**src/rtl/core/assert_macros.svh**
```systemverilog
// Assertion macros for RTL files that check their own logic.
// Needs clk_i and rst_ni in the scope of the module that uses them.
`ifndef ASSERT_MACROS_SVH
`define ASSERT_MACROS_SVH

// Same-cycle implication, disabled during reset.
`define PTD_ASSERT_IMPL(label, ante, cons) \
  label: assert property (@(posedge clk_i) disable iff (!rst_ni) (ante) |-> (cons)) \
    else $error("assertion failed");

// Next-cycle implication, disabled during reset.
`define PTD_ASSERT_NEXT(label, ante, cons) \
  label: assert property (@(posedge clk_i) disable iff (!rst_ni) (ante) |=> (cons)) \
    else $error("assertion failed");

`endif

```
**src/rtl/core/ptd_pkg.sv**
```systemverilog
// Package for the poly-A tail detector: payload structs, codes, config defaults,
// control word layout and the microcode program. No dependencies.
`default_nettype none

package ptd_pkg;

  localparam int unsigned ADDR_BITS_DEF = 20;

  localparam int unsigned POS_W      = 20;
  localparam int unsigned THR_W      = 10;
  localparam int unsigned SHIFT_W    = 10;
  localparam int unsigned RCNT_W     = 4;
  localparam int unsigned MINLEN_W   = 20;
  localparam int unsigned CFG_IDX_W  = 2;
  localparam int unsigned CFG_DATA_W = 20;
  localparam int unsigned PC_W       = 4;

  localparam logic [1:0] CMD_LOAD    = 2'd0;
  localparam logic [1:0] CMD_QUERY   = 2'd1;
  localparam logic [1:0] CMD_RESTART = 2'd2;

  localparam logic [CFG_IDX_W-1:0] CFG_TAIL_THRESHOLD = 2'd0;
  localparam logic [CFG_IDX_W-1:0] CFG_RETRY_SHIFT    = 2'd1;
  localparam logic [CFG_IDX_W-1:0] CFG_RETRY_COUNT    = 2'd2;
  localparam logic [CFG_IDX_W-1:0] CFG_MIN_REPEAT_LEN = 2'd3;

  localparam logic [THR_W-1:0]    THR_RST    = 10'd16;
  localparam logic [SHIFT_W-1:0]  SHIFT_RST  = 10'd20;
  localparam logic [RCNT_W-1:0]   RCNT_RST   = 4'd8;
  localparam logic [MINLEN_W-1:0] MINLEN_RST = 20'd1000;

  localparam logic [7:0] CH_A_UP = 8'h41;
  localparam logic [7:0] CH_A_LO = 8'h61;
  localparam logic [7:0] CH_T_UP = 8'h54;
  localparam logic [7:0] CH_T_LO = 8'h74;

  typedef struct packed {
    logic [1:0]       command;
    logic [7:0]       base;
    logic [POS_W-1:0] rep_start;
    logic [POS_W-1:0] rep_end;
    logic             strand;
  } in_t;

  typedef struct packed {
    logic is_long;
    logic has_tail;
    logic overflowed;
  } out_t;

  typedef enum logic [2:0] {
    C_NEXT       = 3'd0,
    C_ALWAYS     = 3'd1,
    C_NO_QUERY   = 3'd2,
    C_FLAG       = 3'd3,
    C_NOT_LONG   = 3'd4,
    C_TAIL       = 3'd5,
    C_RETRY_DONE = 3'd6,
    C_OUT_BUSY   = 3'd7
  } cond_e;

  typedef enum logic [1:0] {
    P_HOLD      = 2'd0,
    P_STEP      = 2'd1,
    P_STEP_FLAG = 2'd2
  } pos_op_e;

  typedef struct packed {
    cond_e          cond;
    logic [PC_W-1:0] target;
    logic           accept;
    logic           init;
    logic           rd_en;
    logic           rd_hi;
    pos_op_e        lo_op;
    pos_op_e        hi_op;
    logic           chk;
    logic           retry;
    logic           emit;
  } ctl_t;

  typedef struct packed {
    logic query_acc;
    logic is_long;
    logic flag;
    logic tail_hit;
    logic retry_done;
    logic out_busy;
  } stat_t;

  localparam logic [PC_W-1:0] ST_IDLE  = 4'd0;
  localparam logic [PC_W-1:0] ST_INIT  = 4'd1;
  localparam logic [PC_W-1:0] ST_LO1_R = 4'd2;
  localparam logic [PC_W-1:0] ST_LO1_T = 4'd3;
  localparam logic [PC_W-1:0] ST_LO2_R = 4'd4;
  localparam logic [PC_W-1:0] ST_LO2_T = 4'd5;
  localparam logic [PC_W-1:0] ST_HI1_R = 4'd6;
  localparam logic [PC_W-1:0] ST_HI1_T = 4'd7;
  localparam logic [PC_W-1:0] ST_HI2_R = 4'd8;
  localparam logic [PC_W-1:0] ST_HI2_T = 4'd9;
  localparam logic [PC_W-1:0] ST_CHK   = 4'd10;
  localparam logic [PC_W-1:0] ST_RDONE = 4'd11;
  localparam logic [PC_W-1:0] ST_SHIFT = 4'd12;
  localparam logic [PC_W-1:0] ST_EMIT  = 4'd15;

  localparam ctl_t CTL_NOP = '{cond: C_NEXT, target: ST_IDLE, accept: 1'b0, init: 1'b0,
                               rd_en: 1'b0, rd_hi: 1'b0, lo_op: P_HOLD, hi_op: P_HOLD,
                               chk: 1'b0, retry: 1'b0, emit: 1'b0};

  // Program: false condition falls through to pc + 1; the emit step wraps to idle.
  function automatic ctl_t ucode(logic [PC_W-1:0] pc);
    ctl_t c;
    c = CTL_NOP;
    unique case (pc) inside
      ST_IDLE: begin
        c.cond = C_NO_QUERY; c.target = ST_IDLE; c.accept = 1'b1;
      end
      ST_INIT: begin
        c.cond = C_NOT_LONG; c.target = ST_EMIT; c.init = 1'b1;
      end
      ST_LO1_R, ST_LO2_R: begin
        c.rd_en = 1'b1;
      end
      ST_LO1_T: begin
        c.cond = C_FLAG; c.target = ST_LO1_R; c.lo_op = P_STEP;
      end
      ST_LO2_T: begin
        c.cond = C_FLAG; c.target = ST_LO2_R; c.lo_op = P_STEP_FLAG;
      end
      ST_HI1_R, ST_HI2_R: begin
        c.rd_en = 1'b1; c.rd_hi = 1'b1;
      end
      ST_HI1_T: begin
        c.cond = C_FLAG; c.target = ST_HI1_R; c.hi_op = P_STEP;
      end
      ST_HI2_T: begin
        c.cond = C_FLAG; c.target = ST_HI2_R; c.hi_op = P_STEP_FLAG;
      end
      ST_CHK: begin
        c.cond = C_TAIL; c.target = ST_EMIT; c.chk = 1'b1;
      end
      ST_RDONE: begin
        c.cond = C_RETRY_DONE; c.target = ST_EMIT;
      end
      ST_SHIFT: begin
        c.cond = C_ALWAYS; c.target = ST_INIT; c.retry = 1'b1;
      end
      ST_EMIT: begin
        c.cond = C_OUT_BUSY; c.target = ST_EMIT; c.emit = 1'b1;
      end
      default: begin
        c.cond = C_ALWAYS; c.target = ST_IDLE;
      end
    endcase
    return c;
  endfunction

endpackage

`default_nettype wire

```
**src/rtl/core/ptd_sequencer.sv**
```systemverilog
// Microcode sequencer: step counter, program table from ptd_pkg, conditional jumps.
// Depends on ptd_pkg.
`default_nettype none

module ptd_sequencer (
  input  wire logic          clk_i,
  input  wire logic          rst_ni,
  input  wire ptd_pkg::stat_t stat_i,
  output ptd_pkg::ctl_t      ctl_o
);
  import ptd_pkg::*;

  logic [PC_W-1:0] pc_q, pc_d;
  ctl_t            ctl;
  logic            take;

  assign ctl = ucode(pc_q);

  always_comb begin
    unique case (ctl.cond)
      C_NEXT:       take = 1'b0;
      C_ALWAYS:     take = 1'b1;
      C_NO_QUERY:   take = !stat_i.query_acc;
      C_FLAG:       take = stat_i.flag;
      C_NOT_LONG:   take = !stat_i.is_long;
      C_TAIL:       take = stat_i.tail_hit;
      C_RETRY_DONE: take = stat_i.retry_done;
      C_OUT_BUSY:   take = stat_i.out_busy;
      default:      take = 1'b1;
    endcase
    pc_d = take ? ctl.target : pc_q + {{(PC_W-1){1'b0}}, 1'b1};
  end

  always_ff @(posedge clk_i or negedge rst_ni) begin
    if (!rst_ni) begin
      pc_q <= ST_IDLE;
    end else begin
      pc_q <= pc_d;
    end
  end

  assign ctl_o = ctl;

endmodule

`default_nettype wire

```
**config.mk**
```make
export PLATFORM = sky130hd
export DESIGN_NAME = ptd_sequencer
export DESIGN_NICKNAME = d
export VERILOG_FILES = /design/src/rtl/core/assert_macros.svh /design/src/rtl/core/ptd_pkg.sv /design/src/rtl/core/ptd_sequencer.sv
export SDC_FILE = /design/constraint.sdc
export NUM_CORES = 1
export LEC_CHECK = 0
export ABC_AREA = 1
export BUFFER_PORTS_ARGS = -buffer_cell sky130_fd_sc_hd__buf_2
export CORE_MARGIN = 1
export CORE_UTILIZATION = 35
export CTS_BUF_LIST = sky130_fd_sc_hd__clkbuf_2
export CTS_CLUSTER_DIAMETER = 50
export CTS_CLUSTER_SIZE = 8
export DETAILED_ROUTE_END_ITERATION = 8
export PLACE_DENSITY = 0.68
export SLEW_MARGIN = 15
export SYNTH_ARGS = -nofsm -noshare
export SYNTH_HDL_FRONTEND = slang
export SYNTH_SLANG_ARGS = --single-unit
```
**constraint.sdc**
```tcl
create_clock -name clk_i -period 3.35 [get_ports clk_i]
set_input_delay 0.5025 -clock clk_i [delete_from_list [all_inputs] [get_ports clk_i]]
set_output_delay 0.5025 -clock clk_i [all_outputs]
set_load 0.05 [all_outputs]
```
==> impl_results.md <==
* Die X at between 40 and 50 um
* Cell Area, Synth at 623.1 um2
* Vias per cell at just under 5
* Register Area at 100.1 um2
* Worst Hold Class: in2async
* DRT Pass-1 Iters at 8
* DRT iter0 DRCs at 13
* Flops & latches, synth at 4
* TritonCTS Buffers at 3
* Most common cell after layout, fill and taps aside: nand2_1
* Tmin final at 2.249 ns
* Area growth from synthesis to layout at 23.09%
* Gpl congestion at 0.8054
* DRC viols at 1
* HPWL Detailed at 1215 um
* Layout cells sized above 1 at 0.3858
* Slew Viols, Final at 0
* Crit start category: flop
* Met2 Use GR at 0.2706
* Largest cells by area after synthesis: dfrtp_1, nand2_1, nand3_1, inv_1, ha_1
* Diodes inserted at 0
* Hold Vio Cnt, Final at 0
* Fmax at 444.7 MHz
* Final setup fails at 0
* Max FFs per register at 4
* Die area at 1953 um2
* Initial antenna violation count at 0
* Gr busiest metal: met2
* # hold bufs at CTS at 0
* Worst-Margin Slew at 0.3984 ns
* First-pass GRT wire length at 2263 um
* Worst-Skew Late Latency at about 0.20 ns
* Routing usage on met1 at 0.1930
* GR Util met3 at 0.01224
* Area leader, netlist: dfrtp_1
* Fin nets at ~140
* Congestion Overflow GR at 0
* Failing checks: design-rule violations
* Biggest register: pc_q
* Post-CTS setup buffer count at 0
* Most frequent cells in the layout: nand2_1, buf_2, inv_1
* Synthesized instance count at between 100 and 150
* Num Clock Sinks at 4
* Starting Density at 0.3952
* Die Y-Extent at 44.20 um
* Post-DRT Antenna Nets at 0
* RSZ-0062 raised after global routing: false
* TNS Setup at 0 ns
* Clk root buf: clkbuf_2
* Rows at 14
* Worst Skew at approximately 0.0028 ns
* Worst EP required at 2.85 ns
* Critical path data arrival time at 1.75 ns
* Syn avg cell area at 6.169 um2
* Via count at 690
* Total GRT Usage at 0.1529
* Largest net degree at the start of global routing at 10
* WL final at 1455 um
* PostCTS Resize Cnt at 0
* Vias in the first global route at around 580
* Outcome: finished, violations left
* Synth Net Count at 113
* Worst setup EP type: output pin
* H-tree Lvls at 1
* PortBufs at 25
* WL/cell at roughly 10 um
* CP Class: reg2out
* CTS tree: yes
* Clk slew on worst S/H paths at around 0.04 ns
* Synth top area share at 0.1606
* Maxcap violations at 0
* Rel. slew slack at 0.7344
* Seq/Total Area, Yosys at 0.1606
* Period Utilization, post-route at 0.6712
* Multi-input logic area at 431.7 um2
* Largest regs: pc_q (4)
* Max clock buf depth at 2
* Yosys warnings at 0
* I/O pin total at 26
* CORE AREA at 1577 um2
* Worst-path maximum fanout at 4
* Layout fillers at 169
* Netlist cell types at 21
-- worst max-delay path, cell delays in order, from the launching register on --
cell     delay, ns
dfrtp_1       0.38
inv_1         0.07
ha_1          0.23
nand3_1       0.21
nand3_2       0.13
nor2_2        0.13
nand2_2       0.07
nand2_2       0.07
buf_2         0.26
-- cells in the mapped netlist --
master and n:
a21oi_1 1, a21oi_2 1, buf_2 1, buf_6 1, dfrtp_1 4, ha_1 4
inv_1 16, inv_2 4, nand2_1 26, nand2_2 4, nand2_4 2, nand3_1 15
nand3_2 4, nand4_1 2, nor2_1 4, nor2_2 5, o211ai_1 1, o21ai_0 1
o21ai_1 2, o21ai_2 1, xor2_1 2
-- final timing paths --
path                       slack, ns    start  cells after the start        end
setup / recovery                1.10  pc_q[1]                      8  ctl_o[15]
hold / removal                   0.1   rst_ni                      1    pc_q[2]
setup reg to reg                1.49  pc_q[0]                     12    pc_q[2]
hold reg to reg                 0.67  pc_q[0]                      3    pc_q[0]
max in group asynchronous       3.13   rst_ni                      1    pc_q[0]
min in group clk_i              0.67  pc_q[0]                      3    pc_q[0]
-- layout make-up --
class / count / share of cell area
inverters: 20 / 0.09788
well taps: 16 / 0.02610
flip-flops and latches: 4 / 0.1305
multi-input cells: 75 / 0.5628
repair buffers: 25 / 0.1631
clock buffers: 3 / 0.01958
-- routing by layer --
metal,share of wire,vias to the layer above
li1,-,372
met1,0.46,298
met2,0.50,20
met3,0.039,0
met4,0,0
met5,0,-
-- through the flow --
step                hold slack, ns  cells  setup slack (ns)    util  cell area (um2)
floorplan                   0.2069    101            0.9071       -            623.1
global placement            0.3075    140             1.297  0.4770            752.0
detailed placement          0.3083    140             1.310  0.4770            752.0
CTS                        0.08120    143             1.077  0.4865            767.0
global route               0.07954    143            0.9389  0.4865            767.0
finish                     0.09697    143             1.101  0.4865            767.0
-- logic make-up after synthesis --
family | after synthesis | synth area share
simple gates | 62 | 0.5120
compound gates | 7 | 0.07228
fa+ha+maj | 4 | 0.08032
buf+inv | 22 | 0.1466
xor+xnor | 2 | 0.02812
flops | 4 | 0.1606
Power is not shown: default switching activity piles up to over one toggle a cycle in this logic, so the estimate is an artifact.
