### config.mk
export PLATFORM = sky130hd
export DESIGN_NAME = ptd_datapath
export DESIGN_NICKNAME = d
export VERILOG_FILES = /design/src/rtl/core/assert_macros.svh /design/src/rtl/core/ptd_pkg.sv /design/src/rtl/core/ptd_datapath.sv
export SDC_FILE = /design/constraint.sdc
export NUM_CORES = 1
export LEC_CHECK = 0
export BUFFER_PORTS_ARGS = -buffer_cell sky130_fd_sc_hd__clkbuf_2
export CORE_UTILIZATION = 26
export CTS_CLUSTER_DIAMETER = 80
export DETAILED_ROUTE_END_ITERATION = 10
export PLACE_DENSITY_LB_ADDON = 0.3
export SYNTH_ARGS = -nofsm -noshare
export SYNTH_HDL_FRONTEND = slang
export SYNTH_SLANG_ARGS = --single-unit
### constraint.sdc
create_clock -name clk_i -period 7 [get_ports clk_i]
set_input_delay 0.7 -clock clk_i [delete_from_list [all_inputs] [get_ports clk_i]]
set_output_delay 0.7 -clock clk_i [all_outputs]
set_load 0.02 [all_outputs]
### src/rtl/core/assert_macros.svh
// Assertion macros for RTL files that check their own logic.
// Needs clk_i and rst_ni in the scope of the module that uses them.
`ifndef ASSERT_MACROS_SVH
`define ASSERT_MACROS_SVH

// Same-cycle implication, disabled during reset.
`define PTD_ASSERT_IMPL(label, ante, cons) \
  label: assert property (@(posedge clk_i) disable iff (!rst_ni) (ante) |-> (cons)) \
    else $error("assertion failed");

// Next-cycle implication, disabled during reset.
`define PTD_ASSERT_NEXT(label, ante, cons) \
  label: assert property (@(posedge clk_i) disable iff (!rst_ni) (ante) |=> (cons)) \
    else $error("assertion failed");

`endif

### src/rtl/core/ptd_pkg.sv
// Package for the poly-A tail detector: payload structs, codes, config defaults,
// control word layout and the microcode program. No dependencies.
`default_nettype none

package ptd_pkg;

  localparam int unsigned ADDR_BITS_DEF = 20;

  localparam int unsigned POS_W      = 20;
  localparam int unsigned THR_W      = 10;
  localparam int unsigned SHIFT_W    = 10;
  localparam int unsigned RCNT_W     = 4;
  localparam int unsigned MINLEN_W   = 20;
  localparam int unsigned CFG_IDX_W  = 2;
  localparam int unsigned CFG_DATA_W = 20;
  localparam int unsigned PC_W       = 4;

  localparam logic [1:0] CMD_LOAD    = 2'd0;
  localparam logic [1:0] CMD_QUERY   = 2'd1;
  localparam logic [1:0] CMD_RESTART = 2'd2;

  localparam logic [CFG_IDX_W-1:0] CFG_TAIL_THRESHOLD = 2'd0;
  localparam logic [CFG_IDX_W-1:0] CFG_RETRY_SHIFT    = 2'd1;
  localparam logic [CFG_IDX_W-1:0] CFG_RETRY_COUNT    = 2'd2;
  localparam logic [CFG_IDX_W-1:0] CFG_MIN_REPEAT_LEN = 2'd3;

  localparam logic [THR_W-1:0]    THR_RST    = 10'd16;
  localparam logic [SHIFT_W-1:0]  SHIFT_RST  = 10'd20;
  localparam logic [RCNT_W-1:0]   RCNT_RST   = 4'd8;
  localparam logic [MINLEN_W-1:0] MINLEN_RST = 20'd1000;

  localparam logic [7:0] CH_A_UP = 8'h41;
  localparam logic [7:0] CH_A_LO = 8'h61;
  localparam logic [7:0] CH_T_UP = 8'h54;
  localparam logic [7:0] CH_T_LO = 8'h74;

  typedef struct packed {
    logic [1:0]       command;
    logic [7:0]       base;
    logic [POS_W-1:0] rep_start;
    logic [POS_W-1:0] rep_end;
    logic             strand;
  } in_t;

  typedef struct packed {
    logic is_long;
    logic has_tail;
    logic overflowed;
  } out_t;

  typedef enum logic [2:0] {
    C_NEXT       = 3'd0,
    C_ALWAYS     = 3'd1,
    C_NO_QUERY   = 3'd2,
    C_FLAG       = 3'd3,
    C_NOT_LONG   = 3'd4,
    C_TAIL       = 3'd5,
    C_RETRY_DONE = 3'd6,
    C_OUT_BUSY   = 3'd7
  } cond_e;

  typedef enum logic [1:0] {
    P_HOLD      = 2'd0,
    P_STEP      = 2'd1,
    P_STEP_FLAG = 2'd2
  } pos_op_e;

  typedef struct packed {
    cond_e          cond;
    logic [PC_W-1:0] target;
    logic           accept;
    logic           init;
    logic           rd_en;
    logic           rd_hi;
    pos_op_e        lo_op;
    pos_op_e        hi_op;
    logic           chk;
    logic           retry;
    logic           emit;
  } ctl_t;

  typedef struct packed {
    logic query_acc;
    logic is_long;
    logic flag;
    logic tail_hit;
    logic retry_done;
    logic out_busy;
  } stat_t;

  localparam logic [PC_W-1:0] ST_IDLE  = 4'd0;
  localparam logic [PC_W-1:0] ST_INIT  = 4'd1;
  localparam logic [PC_W-1:0] ST_LO1_R = 4'd2;
  localparam logic [PC_W-1:0] ST_LO1_T = 4'd3;
  localparam logic [PC_W-1:0] ST_LO2_R = 4'd4;
  localparam logic [PC_W-1:0] ST_LO2_T = 4'd5;
  localparam logic [PC_W-1:0] ST_HI1_R = 4'd6;
  localparam logic [PC_W-1:0] ST_HI1_T = 4'd7;
  localparam logic [PC_W-1:0] ST_HI2_R = 4'd8;
  localparam logic [PC_W-1:0] ST_HI2_T = 4'd9;
  localparam logic [PC_W-1:0] ST_CHK   = 4'd10;
  localparam logic [PC_W-1:0] ST_RDONE = 4'd11;
  localparam logic [PC_W-1:0] ST_SHIFT = 4'd12;
  localparam logic [PC_W-1:0] ST_EMIT  = 4'd15;

  localparam ctl_t CTL_NOP = '{cond: C_NEXT, target: ST_IDLE, accept: 1'b0, init: 1'b0,
                               rd_en: 1'b0, rd_hi: 1'b0, lo_op: P_HOLD, hi_op: P_HOLD,
                               chk: 1'b0, retry: 1'b0, emit: 1'b0};

  // Program: false condition falls through to pc + 1; the emit step wraps to idle.
  function automatic ctl_t ucode(logic [PC_W-1:0] pc);
    ctl_t c;
    c = CTL_NOP;
    unique case (pc) inside
      ST_IDLE: begin
        c.cond = C_NO_QUERY; c.target = ST_IDLE; c.accept = 1'b1;
      end
      ST_INIT: begin
        c.cond = C_NOT_LONG; c.target = ST_EMIT; c.init = 1'b1;
      end
      ST_LO1_R, ST_LO2_R: begin
        c.rd_en = 1'b1;
      end
      ST_LO1_T: begin
        c.cond = C_FLAG; c.target = ST_LO1_R; c.lo_op = P_STEP;
      end
      ST_LO2_T: begin
        c.cond = C_FLAG; c.target = ST_LO2_R; c.lo_op = P_STEP_FLAG;
      end
      ST_HI1_R, ST_HI2_R: begin
        c.rd_en = 1'b1; c.rd_hi = 1'b1;
      end
      ST_HI1_T: begin
        c.cond = C_FLAG; c.target = ST_HI1_R; c.hi_op = P_STEP;
      end
      ST_HI2_T: begin
        c.cond = C_FLAG; c.target = ST_HI2_R; c.hi_op = P_STEP_FLAG;
      end
      ST_CHK: begin
        c.cond = C_TAIL; c.target = ST_EMIT; c.chk = 1'b1;
      end
      ST_RDONE: begin
        c.cond = C_RETRY_DONE; c.target = ST_EMIT;
      end
      ST_SHIFT: begin
        c.cond = C_ALWAYS; c.target = ST_INIT; c.retry = 1'b1;
      end
      ST_EMIT: begin
        c.cond = C_OUT_BUSY; c.target = ST_EMIT; c.emit = 1'b1;
      end
      default: begin
        c.cond = C_ALWAYS; c.target = ST_IDLE;
      end
    endcase
    return c;
  endfunction

endpackage

`default_nettype wire

### src/rtl/core/ptd_datapath.sv
// Datapath: config registers, genome length, walk positions, retry state, output register.
// Depends on ptd_pkg; driven by ptd_sequencer control words, talks to ptd_flag_mem.
`default_nettype none

module ptd_datapath #(
  parameter int unsigned ADDR_BITS = ptd_pkg::ADDR_BITS_DEF
) (
  input  wire logic                               clk_i,
  input  wire logic                               rst_ni,
  input  wire logic                               in_valid_i,
  input  wire ptd_pkg::in_t                       in_data_i,
  output logic                                    in_stall_o,
  output logic                                    out_valid_o,
  input  wire logic                               out_stall_i,
  output ptd_pkg::out_t                           out_data_o,
  input  wire logic                               cfg_we_i,
  input  wire logic [ptd_pkg::CFG_IDX_W-1:0]      cfg_idx_i,
  input  wire logic [ptd_pkg::CFG_DATA_W-1:0]     cfg_data_i,
  input  wire ptd_pkg::ctl_t                      ctl_i,
  output ptd_pkg::stat_t                          stat_o,
  output logic                                    mem_we_o,
  output logic [ADDR_BITS-1:0]                    mem_waddr_o,
  output logic                                    mem_wdata_o,
  output logic                                    mem_re_o,
  output logic [ADDR_BITS-1:0]                    mem_raddr_o,
  input  wire logic                               mem_rdata_i
);
  import ptd_pkg::*;

  localparam int unsigned PW = ((ADDR_BITS > 21) ? ADDR_BITS : 21) + 2;
  localparam logic [ADDR_BITS:0] CAP = {1'b1, {ADDR_BITS{1'b0}}};

  logic [THR_W-1:0]    thr_q;
  logic [SHIFT_W-1:0]  shift_q;
  logic [RCNT_W-1:0]   rcnt_q;
  logic [MINLEN_W-1:0] minlen_q;
  logic [ADDR_BITS:0]  len_q, len_d;
  logic                ovf_q;

  logic signed [PW-1:0] anchor_q, lo_q, hi_q;
  logic                 minus_q, long_q, tail_q, inrange_q;
  logic [RCNT_W-1:0]    k_q;
  logic                 out_valid_q;
  out_t                 out_q;

  logic                 in_acc, ld, qry, rst_cmd, full, is_at, flag, out_busy, tail_hit;
  logic signed [POS_W:0] diff;
  logic                 long_d;
  logic signed [PW-1:0] anchor_in, shift_ext, rd_pos, len_s, span, thr_ext;

  assign in_stall_o = !ctl_i.accept;
  assign in_acc     = in_valid_i && ctl_i.accept;
  assign ld         = in_acc && (in_data_i.command == CMD_LOAD);
  assign qry        = in_acc && (in_data_i.command == CMD_QUERY);
  assign rst_cmd    = in_acc && (in_data_i.command == CMD_RESTART);

  assign full  = (len_q == CAP);
  assign is_at = (in_data_i.base == CH_A_UP) || (in_data_i.base == CH_A_LO) ||
                 (in_data_i.base == CH_T_UP) || (in_data_i.base == CH_T_LO);

  assign mem_we_o    = ld && !full;
  assign mem_waddr_o = len_q[ADDR_BITS-1:0];
  assign mem_wdata_o = is_at;

  always_comb begin
    len_d = len_q;
    if (rst_cmd) begin
      len_d = '0;
    end else if (ld && !full) begin
      len_d = len_q + {{ADDR_BITS{1'b0}}, 1'b1};
    end
  end

  assign diff   = $signed({1'b0, in_data_i.rep_end}) - $signed({1'b0, in_data_i.rep_start});
  assign long_d = diff > $signed({1'b0, minlen_q});
  assign anchor_in = in_data_i.strand ? $signed({{(PW-POS_W){1'b0}}, in_data_i.rep_start})
                                      : $signed({{(PW-POS_W){1'b0}}, in_data_i.rep_end});
  assign shift_ext = $signed({{(PW-SHIFT_W){1'b0}}, shift_q});
  assign thr_ext   = $signed({{(PW-THR_W){1'b0}}, thr_q});
  assign len_s     = $signed({{(PW-ADDR_BITS-1){1'b0}}, len_q});

  assign rd_pos      = ctl_i.rd_hi ? hi_q : lo_q;
  assign mem_re_o    = ctl_i.rd_en;
  assign mem_raddr_o = rd_pos[ADDR_BITS-1:0];
  assign flag        = inrange_q && mem_rdata_i;

  assign span     = hi_q - lo_q;
  assign tail_hit = span > thr_ext;
  assign out_busy = out_valid_q && out_stall_i;

  always_ff @(posedge clk_i or negedge rst_ni) begin
    if (!rst_ni) begin
      thr_q    <= THR_RST;
      shift_q  <= SHIFT_RST;
      rcnt_q   <= RCNT_RST;
      minlen_q <= MINLEN_RST;
    end else if (cfg_we_i) begin
      unique case (cfg_idx_i)
        CFG_TAIL_THRESHOLD: thr_q    <= cfg_data_i[THR_W-1:0];
        CFG_RETRY_SHIFT:    shift_q  <= cfg_data_i[SHIFT_W-1:0];
        CFG_RETRY_COUNT:    rcnt_q   <= cfg_data_i[RCNT_W-1:0];
        CFG_MIN_REPEAT_LEN: minlen_q <= cfg_data_i[MINLEN_W-1:0];
        default: ;
      endcase
    end
  end

  always_ff @(posedge clk_i or negedge rst_ni) begin
    if (!rst_ni) begin
      len_q       <= '0;
      ovf_q       <= 1'b0;
      out_valid_q <= 1'b0;
    end else begin
      len_q <= len_d;
      if (ld && full) begin
        ovf_q <= 1'b1;
      end
      if (ctl_i.emit && !out_busy) begin
        out_valid_q <= 1'b1;
      end else if (!out_stall_i) begin
        out_valid_q <= 1'b0;
      end
    end
  end

  always_ff @(posedge clk_i) begin
    if (qry) begin
      anchor_q <= anchor_in;
      minus_q  <= in_data_i.strand;
      long_q   <= long_d;
      tail_q   <= 1'b0;
      k_q      <= '0;
    end
    if (ctl_i.retry) begin
      anchor_q <= minus_q ? anchor_q - shift_ext : anchor_q + shift_ext;
      k_q      <= k_q + {{(RCNT_W-1){1'b0}}, 1'b1};
    end
    if (ctl_i.chk) begin
      tail_q <= tail_hit;
    end
    if (ctl_i.init) begin
      lo_q <= anchor_q;
      hi_q <= anchor_q + $signed({{(PW-1){1'b0}}, 1'b1});
    end else begin
      if (ctl_i.lo_op == P_STEP || (ctl_i.lo_op == P_STEP_FLAG && flag)) begin
        lo_q <= lo_q - $signed({{(PW-1){1'b0}}, 1'b1});
      end
      if (ctl_i.hi_op == P_STEP || (ctl_i.hi_op == P_STEP_FLAG && flag)) begin
        hi_q <= hi_q + $signed({{(PW-1){1'b0}}, 1'b1});
      end
    end
    if (ctl_i.rd_en) begin
      inrange_q <= !rd_pos[PW-1] && (rd_pos < len_s);
    end
    if (ctl_i.emit && !out_busy) begin
      out_q.is_long    <= long_q;
      out_q.has_tail   <= long_q && tail_q;
      out_q.overflowed <= ovf_q;
    end
  end

  assign stat_o = '{query_acc: qry, is_long: long_q, flag: flag, tail_hit: tail_hit,
                    retry_done: (k_q == rcnt_q), out_busy: out_busy};

  assign out_valid_o = out_valid_q;
  assign out_data_o  = out_q;

endmodule

`default_nettype wire
==> results of run 1 <==
through the flow:
step / cells / setup slack, ns / instance area (um^2) / hold WS, ns
floorplan: 1403 / 2.77 / 12500 / 0.404
global placement: 2100 / 2.06 / 13700 / 0.443
detailed placement: 2100 / 2.09 / 13700 / 0.445
CTS: 2132 / 1.72 / 14400 / 0.443
global route: 2132 / 1.38 / 14400 / 0.449
finish: 2133 / 1.69 / 14400 / 0.454
synthesized netlist by cell type (21+ instances only):
master    instances  share of area, %
nand3_1          42               1.7
nor2b_1          23               1.1
clkbuf_1         29              0.87
buf_4            28               1.7
edfxtp_1         80                19
a21o_1           21               1.3
mux2_2           38               3.4
nor2_1           98               2.9
dfrtp_1          57                11
nand2b_1         21               1.0
nor3_1           28               1.1
nand2_1         115               3.4
mux2i_1          33               2.6
a21oi_1          79               3.2
o21ai_0         108               4.3
inv_1           131               3.9
xnor2_1          83               5.8
xor2_1           32               2.2
ha_1            120                12
final cells by class:
cell class                      count  area, um^2
Antenna cell                        1        2.50
Clock buffer                       20         500
Clock inverter                     12         123
Fill cell                        5030       33300
Inverter                          131         492
Multi-Input combinational cell   1058        7620
Sequential cell                   147        4090
Tap cell                          615         769
Timing Repair Buffer              149         763
how the worst min path moves through the flow:
stage	cells past startpoint	slack [ns]	to	startpoint
CTS	1	0.44	inrange_q$_DFFE_PP_	ctl_i[8]
global route	2	0.45	out_valid_o$_DFFE_PN0P_	ctl_i[0]
detailed placement	0	0.45	out_data_o[0]$_DFFE_PP_	ovf_q$_DFFE_PN0P_
global placement	0	0.44	out_data_o[0]$_DFFE_PP_	ovf_q$_DFFE_PN0P_
finish	2	0.45	len_q[0]$_DFFE_PN0P_	rst_ni
floorplan	0	0.40	len_q[0]$_DFFE_PN0P_	rst_ni
cell families after synthesis:
group / synth area share, %
compound gates: 17.3
xor+xnor: 8.04
fa+ha+maj: 12.5
buf+inv: 6.84
flops: 32.7
mux: 6.05
simple gates: 16.6
flip-flops by register name (all words and copies together), names as in the netlist:
| name | flops |
|---|---|
| anchor_q | 23 |
| hi_q | 23 |
| lo_q | 23 |
| len_q | 21 |
| minlen_q | 20 |
| shift_q | 10 |
| thr_q | 10 |
| k_q | 4 |
| rcnt_q | 4 |
| out_data_o | 3 |
| inrange_q | 1 |
| long_q | 1 |
| minus_q | 1 |
| out_valid_o | 1 |
| ovf_q | 1 |
| tail_q | 1 |
power groups by stage:
stage / logic, mW / clock network (mW) / registers, mW
6_report: 1.63 / 0.974 / 1.24
5_1_grt: 1.84 / 1.04 / 1.27
4_1_cts: 1.63 / 1.00 / 1.24
3_5_place_dp: 1.61 / 0 / 1.26
3_3_place_gp: 1.59 / 0 / 1.26
2_1_floorplan: 1.25 / 0 / 1.21
per-layer routing:
| metal | part of all wire (%) | track usage, % | routed length, um |
|---|---|---|---|
| met2 | 43 | 21.1 | 14100 |
| met4 | 1.3 | 3.38 | 416 |
| met1 | 52 | 19.4 | 17100 |
| met3 | 4.5 | 2.81 | 1490 |
| met5 | 0 | 0 | 0 |
==> results by stage, run 1 <==
Clock tree:
- The deepest clock path buffer count is 2.
- TritonCTS built the clock tree.
- After clock tree synthesis, the setup repair step added 0 buffers.
- The number of H-tree levels is 4.
- The clock transition at the registers of the reported paths is 0.07 ns.
- The clock latency at the later pin of the worst-skew pair is 0.45 ns.
- The count of cells resized by post-cts repair is 0.
- The cell at the root of the clock tree is clkbuf_16.
- Counting the buffers created by CTS gives 17.
- The number of hold buffers added after CTS was 0.
- The tree built by TritonCTS fans out to 147 sinks.

Timing:
- The number of max-slew violations in the final report was 0.
- For the final routed database, the setup TNS stands at 0 ns.
- The transition at the pin with the smallest max-transition slack is 1.09 ns.
- In the finished design, the share of the clock period the worst path needs comes to 75.8%.
- The highest attainable clock frequency is 0.188 GHz.
- Setup violations remaining at the end of the flow were counted as 0.
- Across the routed clock network, the largest skew measured is 0.00640 ns.
- The final-report hold violation count came to 0.
- The final critical-path required period is 5.31 ns.
- In this run the tightest slew margin relative to its limit is 27.2%.
- Setup repair after global routing left no endpoint under its margin.

Floorplan:
- 151 I/O pins were placed.
- The initial cell density of the core is 26.3%.
- In this run the vertical extent of the chip is 221 um.
- The floorplan step defined a die boundary enclosing 0.0491 mm^2.
- The standard-cell row count is 80.
- The die width is 221 um.
- The total core area is 0.0476 mm^2.

Setup path:
- The endpoint identified for the worst register-to-register timing path is tail_q$_SDFFCE_PN0P_.
- The count of buffer and inverter cells on the critical path is 1.
- The stage delay of the slowest cell on the critical path is 0.47 ns.
- The critical path starts at lo_q[0]$_DFFE_PP_.
- The master of the slowest instance on the critical path is edfxtp_1.
- The kind of cell with the highest combined delay along the critical path is simple AND/OR/NAND/NOR gates.
- Data arrives at the worst endpoint at 4.61 ns.
- The logic depth of the worst setup path including buffers is 15.
- The worst setup path is captured at an output pin.
- The setup check on the worst reg-to-reg path leaves a slack of 2.77 ns.
- Traced cell by cell, the critical path runs through ha_1, fa_1, nand2b_1, a211oi_1, o22ai_1, xnor2_1, ha_1, nand3_1, nor3_1, nor2_1, nor3_1, o2111ai_1, nor4_2, nor2_1, clkbuf_2.
- The most critical setup path has its endpoint at stat_o[2].
- STA classifies the critical path startpoint as a flop.
- The biggest fanout along the worst timing path is 6.
- In this run the critical register-to-register path is launched from lo_q[0]$_DFFE_PP_.
- For the worst flop-to-flop path, the logic depth is 14.
- The critical path required time is 6.30 ns.
- The setup path with the least slack is of type reg -> out.

Run:
- The tool flagged a number of max-cap violations equal to 0.

Final layout:
- After the last flow step, the layout net total stands at 1,724.
- The most common cell after layout, fill and taps aside is clkbuf_2.
- In the layout the commonest cells are clkbuf_2, inv_1, ha_1.
- Cells fill 30.1% of the core in the end.
- The area growth from synthesis to layout is 14.6%.
- Cells with a size suffix above 1 make up 17.7% of the layout.

Placement:
- The detailed-placement wirelength estimate is 26,100 um.
- The global placer's final weighted congestion is 0.849.
- Input and output buffers added on the ports amount to 142.

Logic synthesis:
- The number of nets produced by synthesis is 1,623.
- Among all flip-flop cells after synthesis, the most frequent one is edfxtp_1.
- The post-synthesis average cell area is 8.93 um^2.
- The cell count after synthesis came out at 1,403.
- The post-synthesis instance area is 0.0125 mm^2.
- In this run, synthesis inferred 80 flip-flops with an integrated enable.
- The Yosys step of the flow raised 0 warnings.
- The distinct cell type count after synthesis is 83.
- For this run, asynchronously set or reset flops after synthesis account for 45.6%.
- Summing the sequential cell areas from Yosys gives 32.7% of the chip area.
- The post-synthesis register bit count is 147.

Worst hold path:
- The class of the tightest hold or removal check is in -> async.

Power and ir drop:
- The worst-case vdd ir drop is 0.000133 V.
- Per report_power, the sequential group accounts for 32.3% of the total.
- The part of the power in the clock network is 25.3%.
- The total leakage power is 6.13 nW.
- The share of total power in combinational logic is 42.3%.
- Of the total power, the share spent switching nets is 39.5%.
- The areal power density over the cells is 268 mW/mm^2.
- Cell internal power was estimated by the tool at 2.33 mW.
- The completed layout was analyzed and its total power is 3.85 mW.
- Summed over all nets, the switching power comes to 1.52 mW.

GRT:
- The global-route wire length before repair is 53,400 um.
- The via count of the first global-routing pass is 10,100.
- Global routing finished with a remaining overflow of 0.
- The largest net degree at the start of global routing is 93.
- The total routing resource utilization after global routing is 13.7%.
- The number of antenna violations at the first check in global routing is 0.

Drt:
- The count of unresolved DRC violations after routing is 0.
- Once detail routing completed, the nets flagged for antenna violations numbered 0.
- The routed design has 33,100 um of wire.
- The total via count after detailed routing is 10,300.
- The vias per cell is 4.85.
- The average detailed-routed wire length per instance is 15.5 um.
- The detailed router finished its first iteration with 609 violations.
- Before antenna repair, the detailed router went through 5 iterations.

Run status:
- The flow ran to the end, and the final reports show no timing, DRC or antenna violations.
(Power assumes the default switching activity.)
==> inputs of run 2 (changes only) <==
Clock period 7 ns to 5.3 ns, I/O delays scaled along.
==> run 2 against run 1 <==
Total power grew 34%. Final cell count is the same. Worst hold slack got worse by 0.17 ns. Combinational power grew 31%. Routed wire length decreased by 0.54%. Sequential share of layout area down 0.072 points.
==> results by stage, run 2 (synthesis results as in run 1) <==
Clock tree:
- The clock transition at the registers of the reported paths is 0.06 ns.
- The clock drives 147 sinks.
- The count of cells resized by post-cts repair is 0.
- The deepest clock path buffer count is 2.
- Clock tree synthesis selected as its root buffer the cell clkbuf_16.
- At the later pin of the worst-skew pair, clock insertion delay measures 0.45 ns.
- TritonCTS built the clock tree.
- The number of H-tree levels is 4.
- Once the clock tree was built, the setup fixing pass inserted 0 buffers.
- The hold buffer count at cts is 0.
- The TritonCTS buffer count is 17.

Power and ir drop:
- The internal power of the cells totals 3.22 mW.
- The areal power density over the cells is 359 mW/mm^2.
- The analysis attributes to net switching a power of 1.95 mW.
- The total leakage power is 6.14 nW.
- The worst-case vdd ir drop is 0.000189 V.
- The part of the power in the clock network is 26.7%.
- The fraction of power spent switching nets is 37.7%.
- The sequential fraction of design power is 31.8%.
- Combinational logic burns 41.5% of the power.

Floorplan:
- The I/O pin count is 151.
- The height of the die is 221 um.
- The die covers 0.0491 mm^2.
- The core region is 0.0476 mm^2.
- The standard-cell row count is 80.
- The initial cell density of the core is 26.3%.
- Measured along the x axis, the die boundary spans 221 um.

Final layout:
- The net count of the finished layout is 1,724.
- The growth of design area from synthesis to finish is 14.9%.
- The finished cells cover 0.0144 mm^2.
- The largest registers in the layout are anchor_q x23, hi_q x23, lo_q x23.
- The library cells used most frequently in the layout, excluding fill and tap cells, are clkbuf_2, inv_1, ha_1.
- Of the cells placed in the final design, the portion with a size suffix greater than 1 is 17.5%.
- The most common cell after layout, fill and taps aside is clkbuf_2.

Setup path:
- The critical path crosses 15 cells after its start point.
- The worst setup path is launched from a flop.
- The count of buffer and inverter cells on the critical path is 1.
- The family of cells with the greatest summed delay on the critical path is simple AND/OR/NAND/NOR gates.
- The critical path goes through ha_1, fa_1, nand2b_1, a211oi_2, o22ai_1, xnor2_1, ha_1, nand3_1, nor3_1, nor2_1, nor3_1, o2111ai_1, nor4_2, nor2_1, clkbuf_2.
- The sort of element at the end of the critical path is an output pin.
- Of all nets on the critical path, the largest fanout is 6.
- Counting cells, the worst reg-to-reg path comes to 14.
- For this design, the slowest cell found on the critical path is edfxtp_1.
- STA puts the critical path data required time at 4.77 ns.
- The category of the critical setup timing path is reg -> out.
- The data arrival time of the critical path is 4.27 ns.
- The largest single stage delay on the critical path is 0.47 ns.

Run status:
- The flow ran to the end, and the final reports show no timing, DRC or antenna violations.

Drt:
- The initial detailed-routing violation count is 638.
- Using the TritonRoute via totals, the vias-per-cell ratio works out to 4.82.
- After detailed routing, the number of remaining DRC violations is 0.
- The first TritonRoute pass finished after 5 iterations.
- The total via count after detailed routing is 10,300.
- The detail route stage leaves a number of antenna-violating nets equal to 0.
- In the final routed layout, each cell accounts on average for 15.4 um.
- Summed over all layers, the routed wires come to 32,900 um.

Timing:
- The final-report hold violation count is 0.
- Setup repair after global routing left no endpoint under its margin.
- At the pin with the least slew margin, the transition time is 1.08 ns.
- The number of max-slew violations in the final report is 0.
- The relative slew slack is 27.7%.
- The final critical-path required period is 4.80 ns.
- The final setup TNS is 0 ns.
- Setup violations remaining at the end of the flow were counted as 0.
- On the final layout, the worst hold slack is 0.280 ns.
- The final clock period utilization by the worst path is 90.6%.
- Static timing analysis puts the maximum clock frequency at 0.208 GHz.
- The worst clock skew is 0.0145 ns.

Worst hold path:
- The class of the tightest hold or removal check is in -> async.

Placement:
- The HPWL after detailed placement is 26,100 um.
- The congestion estimate from routability-driven global placement came to 0.850.
- In this run the tool buffered the top-level ports with 142 buffer cells.
- The post-detailed-placement cell area is 0.0137 mm^2.

GRT:
- The first global-routing pass estimated 53,100 um of wire.
- The global route total overflow is 0.
- The largest net degree at the start of global routing is 78.
- The via count of the first global-routing pass is 10,000.
- The number of antenna violations at the first check in global routing is 0.
- The total routing resource utilization after global routing is 13.6%.

Run:
- The tool flagged a number of max-cap violations equal to 0.
-- run 2: cell count changes in the layout (fill, tap and decap cells not counted), sizes merged --
| cell | before | now |
|---|---|---|
| clkinvlp | 0 | 1 |
| clkbuf | 160 | 162 |
| inv | 140 | 133 |
| bufinv | 0 | 4 |
-- run 2: worst paths after layout --
check | end | start | slack, ns
max | stat_o[2] | lo_q[0]$_DFFE_PP_ | 0.50
min reg2reg | out_data_o[0]$_DFFE_PP_ | ovf_q$_DFFE_PN0P_ | 0.47
max reg2reg | tail_q$_SDFFCE_PN0P_ | lo_q[0]$_DFFE_PP_ | 1.39
max in group asynchronous | minlen_q[2]$_DFFE_PN0P_ | rst_ni | 4.37
min | len_q[2]$_DFFE_PN0P_ | rst_ni | 0.28
min in group clk_i | inrange_q$_DFFE_PP_ | ctl_i[8] | 0.30
-- run 2: layout make-up --
cell class | count | area (um^2)
Antenna cell | 1 | 2.50
Clock buffer | 22 | 487
Clock inverter | 10 | 168
Fill cell | 5033 | 33300
Inverter | 131 | 492
Multi-Input combinational cell | 1058 | 7620
Sequential cell | 147 | 4090
Tap cell | 615 | 769
Timing Repair Buffer | 149 | 763
-- run 2: worst reg2reg max path: cells and delay by family, from the launching register on --
family | cells | cell delay (ns)
DFF | 1 | 0.47
adders and majority gates | 3 | 0.97
and+or+nand+nor | 7 | 1.38
AOI/OAI and AO/OA | 3 | 0.69
xor gates and xnor gates | 1 | 0.14
-- run 2: metal layers --
| layer | global-route usage, % | routed length, um |
|---|---|---|
| met3 | 2.81 | 1440 |
| met1 | 19.7 | 17200 |
| met4 | 3.18 | 352 |
| met2 | 20.6 | 13900 |
| met5 | 0 | 0 |
-- run 2: per-stage QoR --
stage	worst slack (ns)	cells	utilization, %	total power [mW]
after floorplan	1.24	1403	-	3.24
after global placement	0.616	2100	28.8	3.76
after detailed placement	0.535	2100	28.8	3.79
after CTS	0.320	2132	30.2	5.19
after global routing	0.195	2132	30.2	5.55
final	0.497	2133	30.2	5.16
-- run 2: power by group through the flow --
stage | Sequential [mW] | Combinational (mW) | Clock, mW
finish | 1.64 | 2.14 | 1.38
global route | 1.67 | 2.42 | 1.46
CTS | 1.64 | 2.15 | 1.41
detailed placement | 1.66 | 2.13 | 0
global placement | 1.66 | 2.10 | 0
floorplan | 1.59 | 1.65 | 0
==> inputs of run 3 (changes only) <==
Settings changed: BUFFER_PORTS_ARGS -buffer_cell sky130_fd_sc_hd__clkbuf_2 to -buffer_cell sky130_fd_sc_hd__buf_4, SLEW_MARGIN set to 20.
==> run 3 against run 2 <==
First-iteration DRC count decreased by 7.4%. Worst hold slack got worse by 0.060 ns. Final cell count about the same.
==> results by stage, run 3 (synthesis results as in run 1) <==
Setup path:
- The master of the slowest instance on the critical path is a211oi_1.
- The category of the critical setup timing path is reg -> out.
- The kind of launch point of the worst setup path is a flop.
- For the worst flop-to-flop path, the logic depth is 14.
- The biggest fanout along the worst timing path is 6.
- The data arrival time of the critical path is 4.41 ns.
- The family of cells with the greatest summed delay on the critical path is compound AO/OA/AOI/OAI gates.
- Traced cell by cell, the critical path runs through ha_1, fa_1, nand2b_1, a211oi_1, o22ai_1, xnor2_1, ha_1, a21o_1, a21oi_1, nor2_1, nor3_2, o2111ai_1, nor4_2, nor2_1, buf_4.
- The number of buffers and inverters on the critical path is 1.
- The stage delay of the slowest cell on the critical path is 0.48 ns.
- For the worst setup path, the data required time is 4.77 ns.
- The worst setup path is captured at an output pin.
- The logic depth of the worst setup path including buffers is 15.

Timing:
- The worst clock skew is 0.00992 ns.
- The transition at the pin with the smallest max-transition slack is 1.04 ns.
- The number of max-slew violations in the final report is 0.
- Based on the critical path, the design can be clocked at up to 0.202 GHz.
- Headroom to the max-slew limit came out at 30.2%.
- The final critical-path required period is 4.94 ns.
- Setup repair after global routing left no endpoint under its margin.
- After routing, the total negative slack on setup checks comes to 0 ns.
- Setup violations remaining at the end of the flow were counted as 0.
- The final clock period utilization by the worst path is 93.2%.
- The final-report hold violation count is 0.
- The final setup slack of the worst path is 0.358 ns.

Floorplan:
- The die width is 221 um.
- The height of the die is 221 um.
- The total core area is 0.0476 mm^2.
- The I/O pin count is 151.
- In this run the core area contains 80 standard-cell rows.
- The initial cell density of the core is 26.3%.
- The floorplan step defined a die boundary enclosing 0.0491 mm^2.

Drt:
- For this block, the routed nets add up to 33,100 um of wire.
- In the final routed layout, each cell accounts on average for 15.6 um.
- For this run, design rule violations remaining after detail routing come to 0.
- The count of nets left with antenna violations once routing finished came out at 0.
- Detailed routing inserted a total of 10,300 vias.
- The iteration count of the initial detailed-routing pass is 5.
- The initial detailed-routing violation count is 591.
- The vias per cell is 4.83.

Clock tree:
- The cell at the root of the clock tree is clkbuf_16.
- Clock latency on the worst-skew pair, taken at its later pin, is 0.44 ns.
- The clock passes through at most 2 buffers.
- The H-tree was split into 4 levels.
- After clock tree synthesis, the clock-pin slew on the worst setup and hold paths is 0.06 ns.
- The number of post-CTS setup repair buffers is 0.
- The TritonCTS buffer count is 17.
- The count of cells resized by post-cts repair is 0.
- Counting every sink on the clock net gives 147.
- The hold buffer count at cts is 0.
- TritonCTS built the clock tree.

Power and ir drop:
- The worst-case IR drop observed on VDD is 0.000175 V.
- The areal power density over the cells is 343 mW/mm^2.
- The total leakage power is 6.19 nW.
- The overall power is 5.03 mW.

Placement:
- The number of input and output port buffers inserted is 142.
- The cell count after placement is 2,099.
- The detailed-placement wirelength estimate is 26,400 um.
- The post-detailed-placement cell area is 0.0141 mm^2.
- OpenSTA, run right after detailed placement, puts the worst setup slack at 0.612 ns.
- The congestion estimate from routability-driven global placement came to 0.820.

Final layout:
- After routing the design area is 0.0146 mm^2.
- After the last flow step, the layout net total stands at 1,723.
- Fill cells in the final layout number 4,996.
- The count of antenna diodes in the layout is 0.
- In the final layout, the registers with the most flip-flops are anchor_q x23, hi_q x23, lo_q x23.
- The fraction of final layout cells sized beyond drive strength 1 is 17.4%.
- Leaving out fill and tap cells, the most frequent cells in the layout are buf_4, inv_1, ha_1.
- Leaving out fill and tap cells, the most frequent cell in the layout is buf_4.
- From synthesis to final layout, the design area changed by 16.9%.
- The non-filler instance count after layout is 2,131.

Run:
- The count of max-cap constraint violations is 0.

Worst hold path:
- The class of the tightest hold or removal check is in -> async.

GRT:
- The via count of the first global-routing pass is 10,100.
- The number of antenna violations at the first check in global routing came to 0.
- The total overflow left after global routing is 0.
- Entering global routing, the biggest net connects 100 pins.
- The global-route wire length before repair is 53,400 um.
- Across every metal layer, demand over resource in global routing totals 13.7%.

Run status:
- The flow ran to the end, and the final reports show no timing, DRC or antenna violations.
==> run 3: metrics by stage <==
| stage | util [%] | hold WS (ns) |
|---|---|---|
| after global routing | 30.7 | 0.269 |
| final | 30.7 | 0.220 |
| after CTS | 30.7 | 0.257 |
| after detailed placement | 29.6 | 0.435 |
| after floorplan | - | 0.234 |
| after global placement | 29.5 | 0.445 |
==> run 3: cell type report <==
type                       instances  area [um^2]  share of cell area (%)
tap                              615          769                    5.26
clock inverter                     8         46.3                   0.316
inverter                         131          492                    3.36
clock buffer                      24          503                    3.44
sequential                       147         4090                    27.9
multi-input combinational       1058         7630                    52.1
timing repair buffer             148         1110                    7.61
==> run 3: where the power goes <==
part	leakage, nW	switching, mW	internal [mW]
combinational	4.29	1.25	0.971
sequential	1.63	0.200	1.45
clock	0.276	0.502	0.661
total	6.19	1.95	3.08
==> run 3: final timing paths <==
check	from	end	slack [ns]
max	lo_q[0]$_DFFE_PP_	stat_o[2]	0.36
min	rst_ni	len_q[1]$_DFFE_PN0P_	0.22
max reg2reg	lo_q[0]$_DFFE_PP_	tail_q$_SDFFCE_PN0P_	1.27
min reg2reg	ovf_q$_DFFE_PN0P_	out_data_o[0]$_DFFE_PP_	0.45
max in group asynchronous	rst_ni	thr_q[3]$_DFFE_PN0P_	4.45
min in group clk_i	ctl_i[8]	inrange_q$_DFFE_PP_	0.29
==> run 3: worst register-to-register path, cell delays in order, from the launching register on <==
cell and delay (ns):
edfxtp_1 0.46, ha_1 0.27, fa_1 0.41, nand2b_1 0.19, a211oi_1 0.48, o22ai_1 0.20
xnor2_1 0.25, ha_1 0.29, a21o_1 0.18, a21oi_1 0.13, nor2_1 0.06, nor3_2 0.26
o2111ai_1 0.18, nor4_2 0.33, nor3b_1 0.09
==> run 3: per-layer routing <==
| metal | GRT usage (%) | up-vias | share of wire [%] |
|---|---|---|---|
| met5 | 0 | - | 0 |
| met4 | 2.78 | 0 | 0.83 |
| met3 | 2.50 | 15 | 4.8 |
| met2 | 21.2 | 259 | 43 |
| met1 | 19.7 | 4824 | 51 |
| li1 | - | 5202 | - |
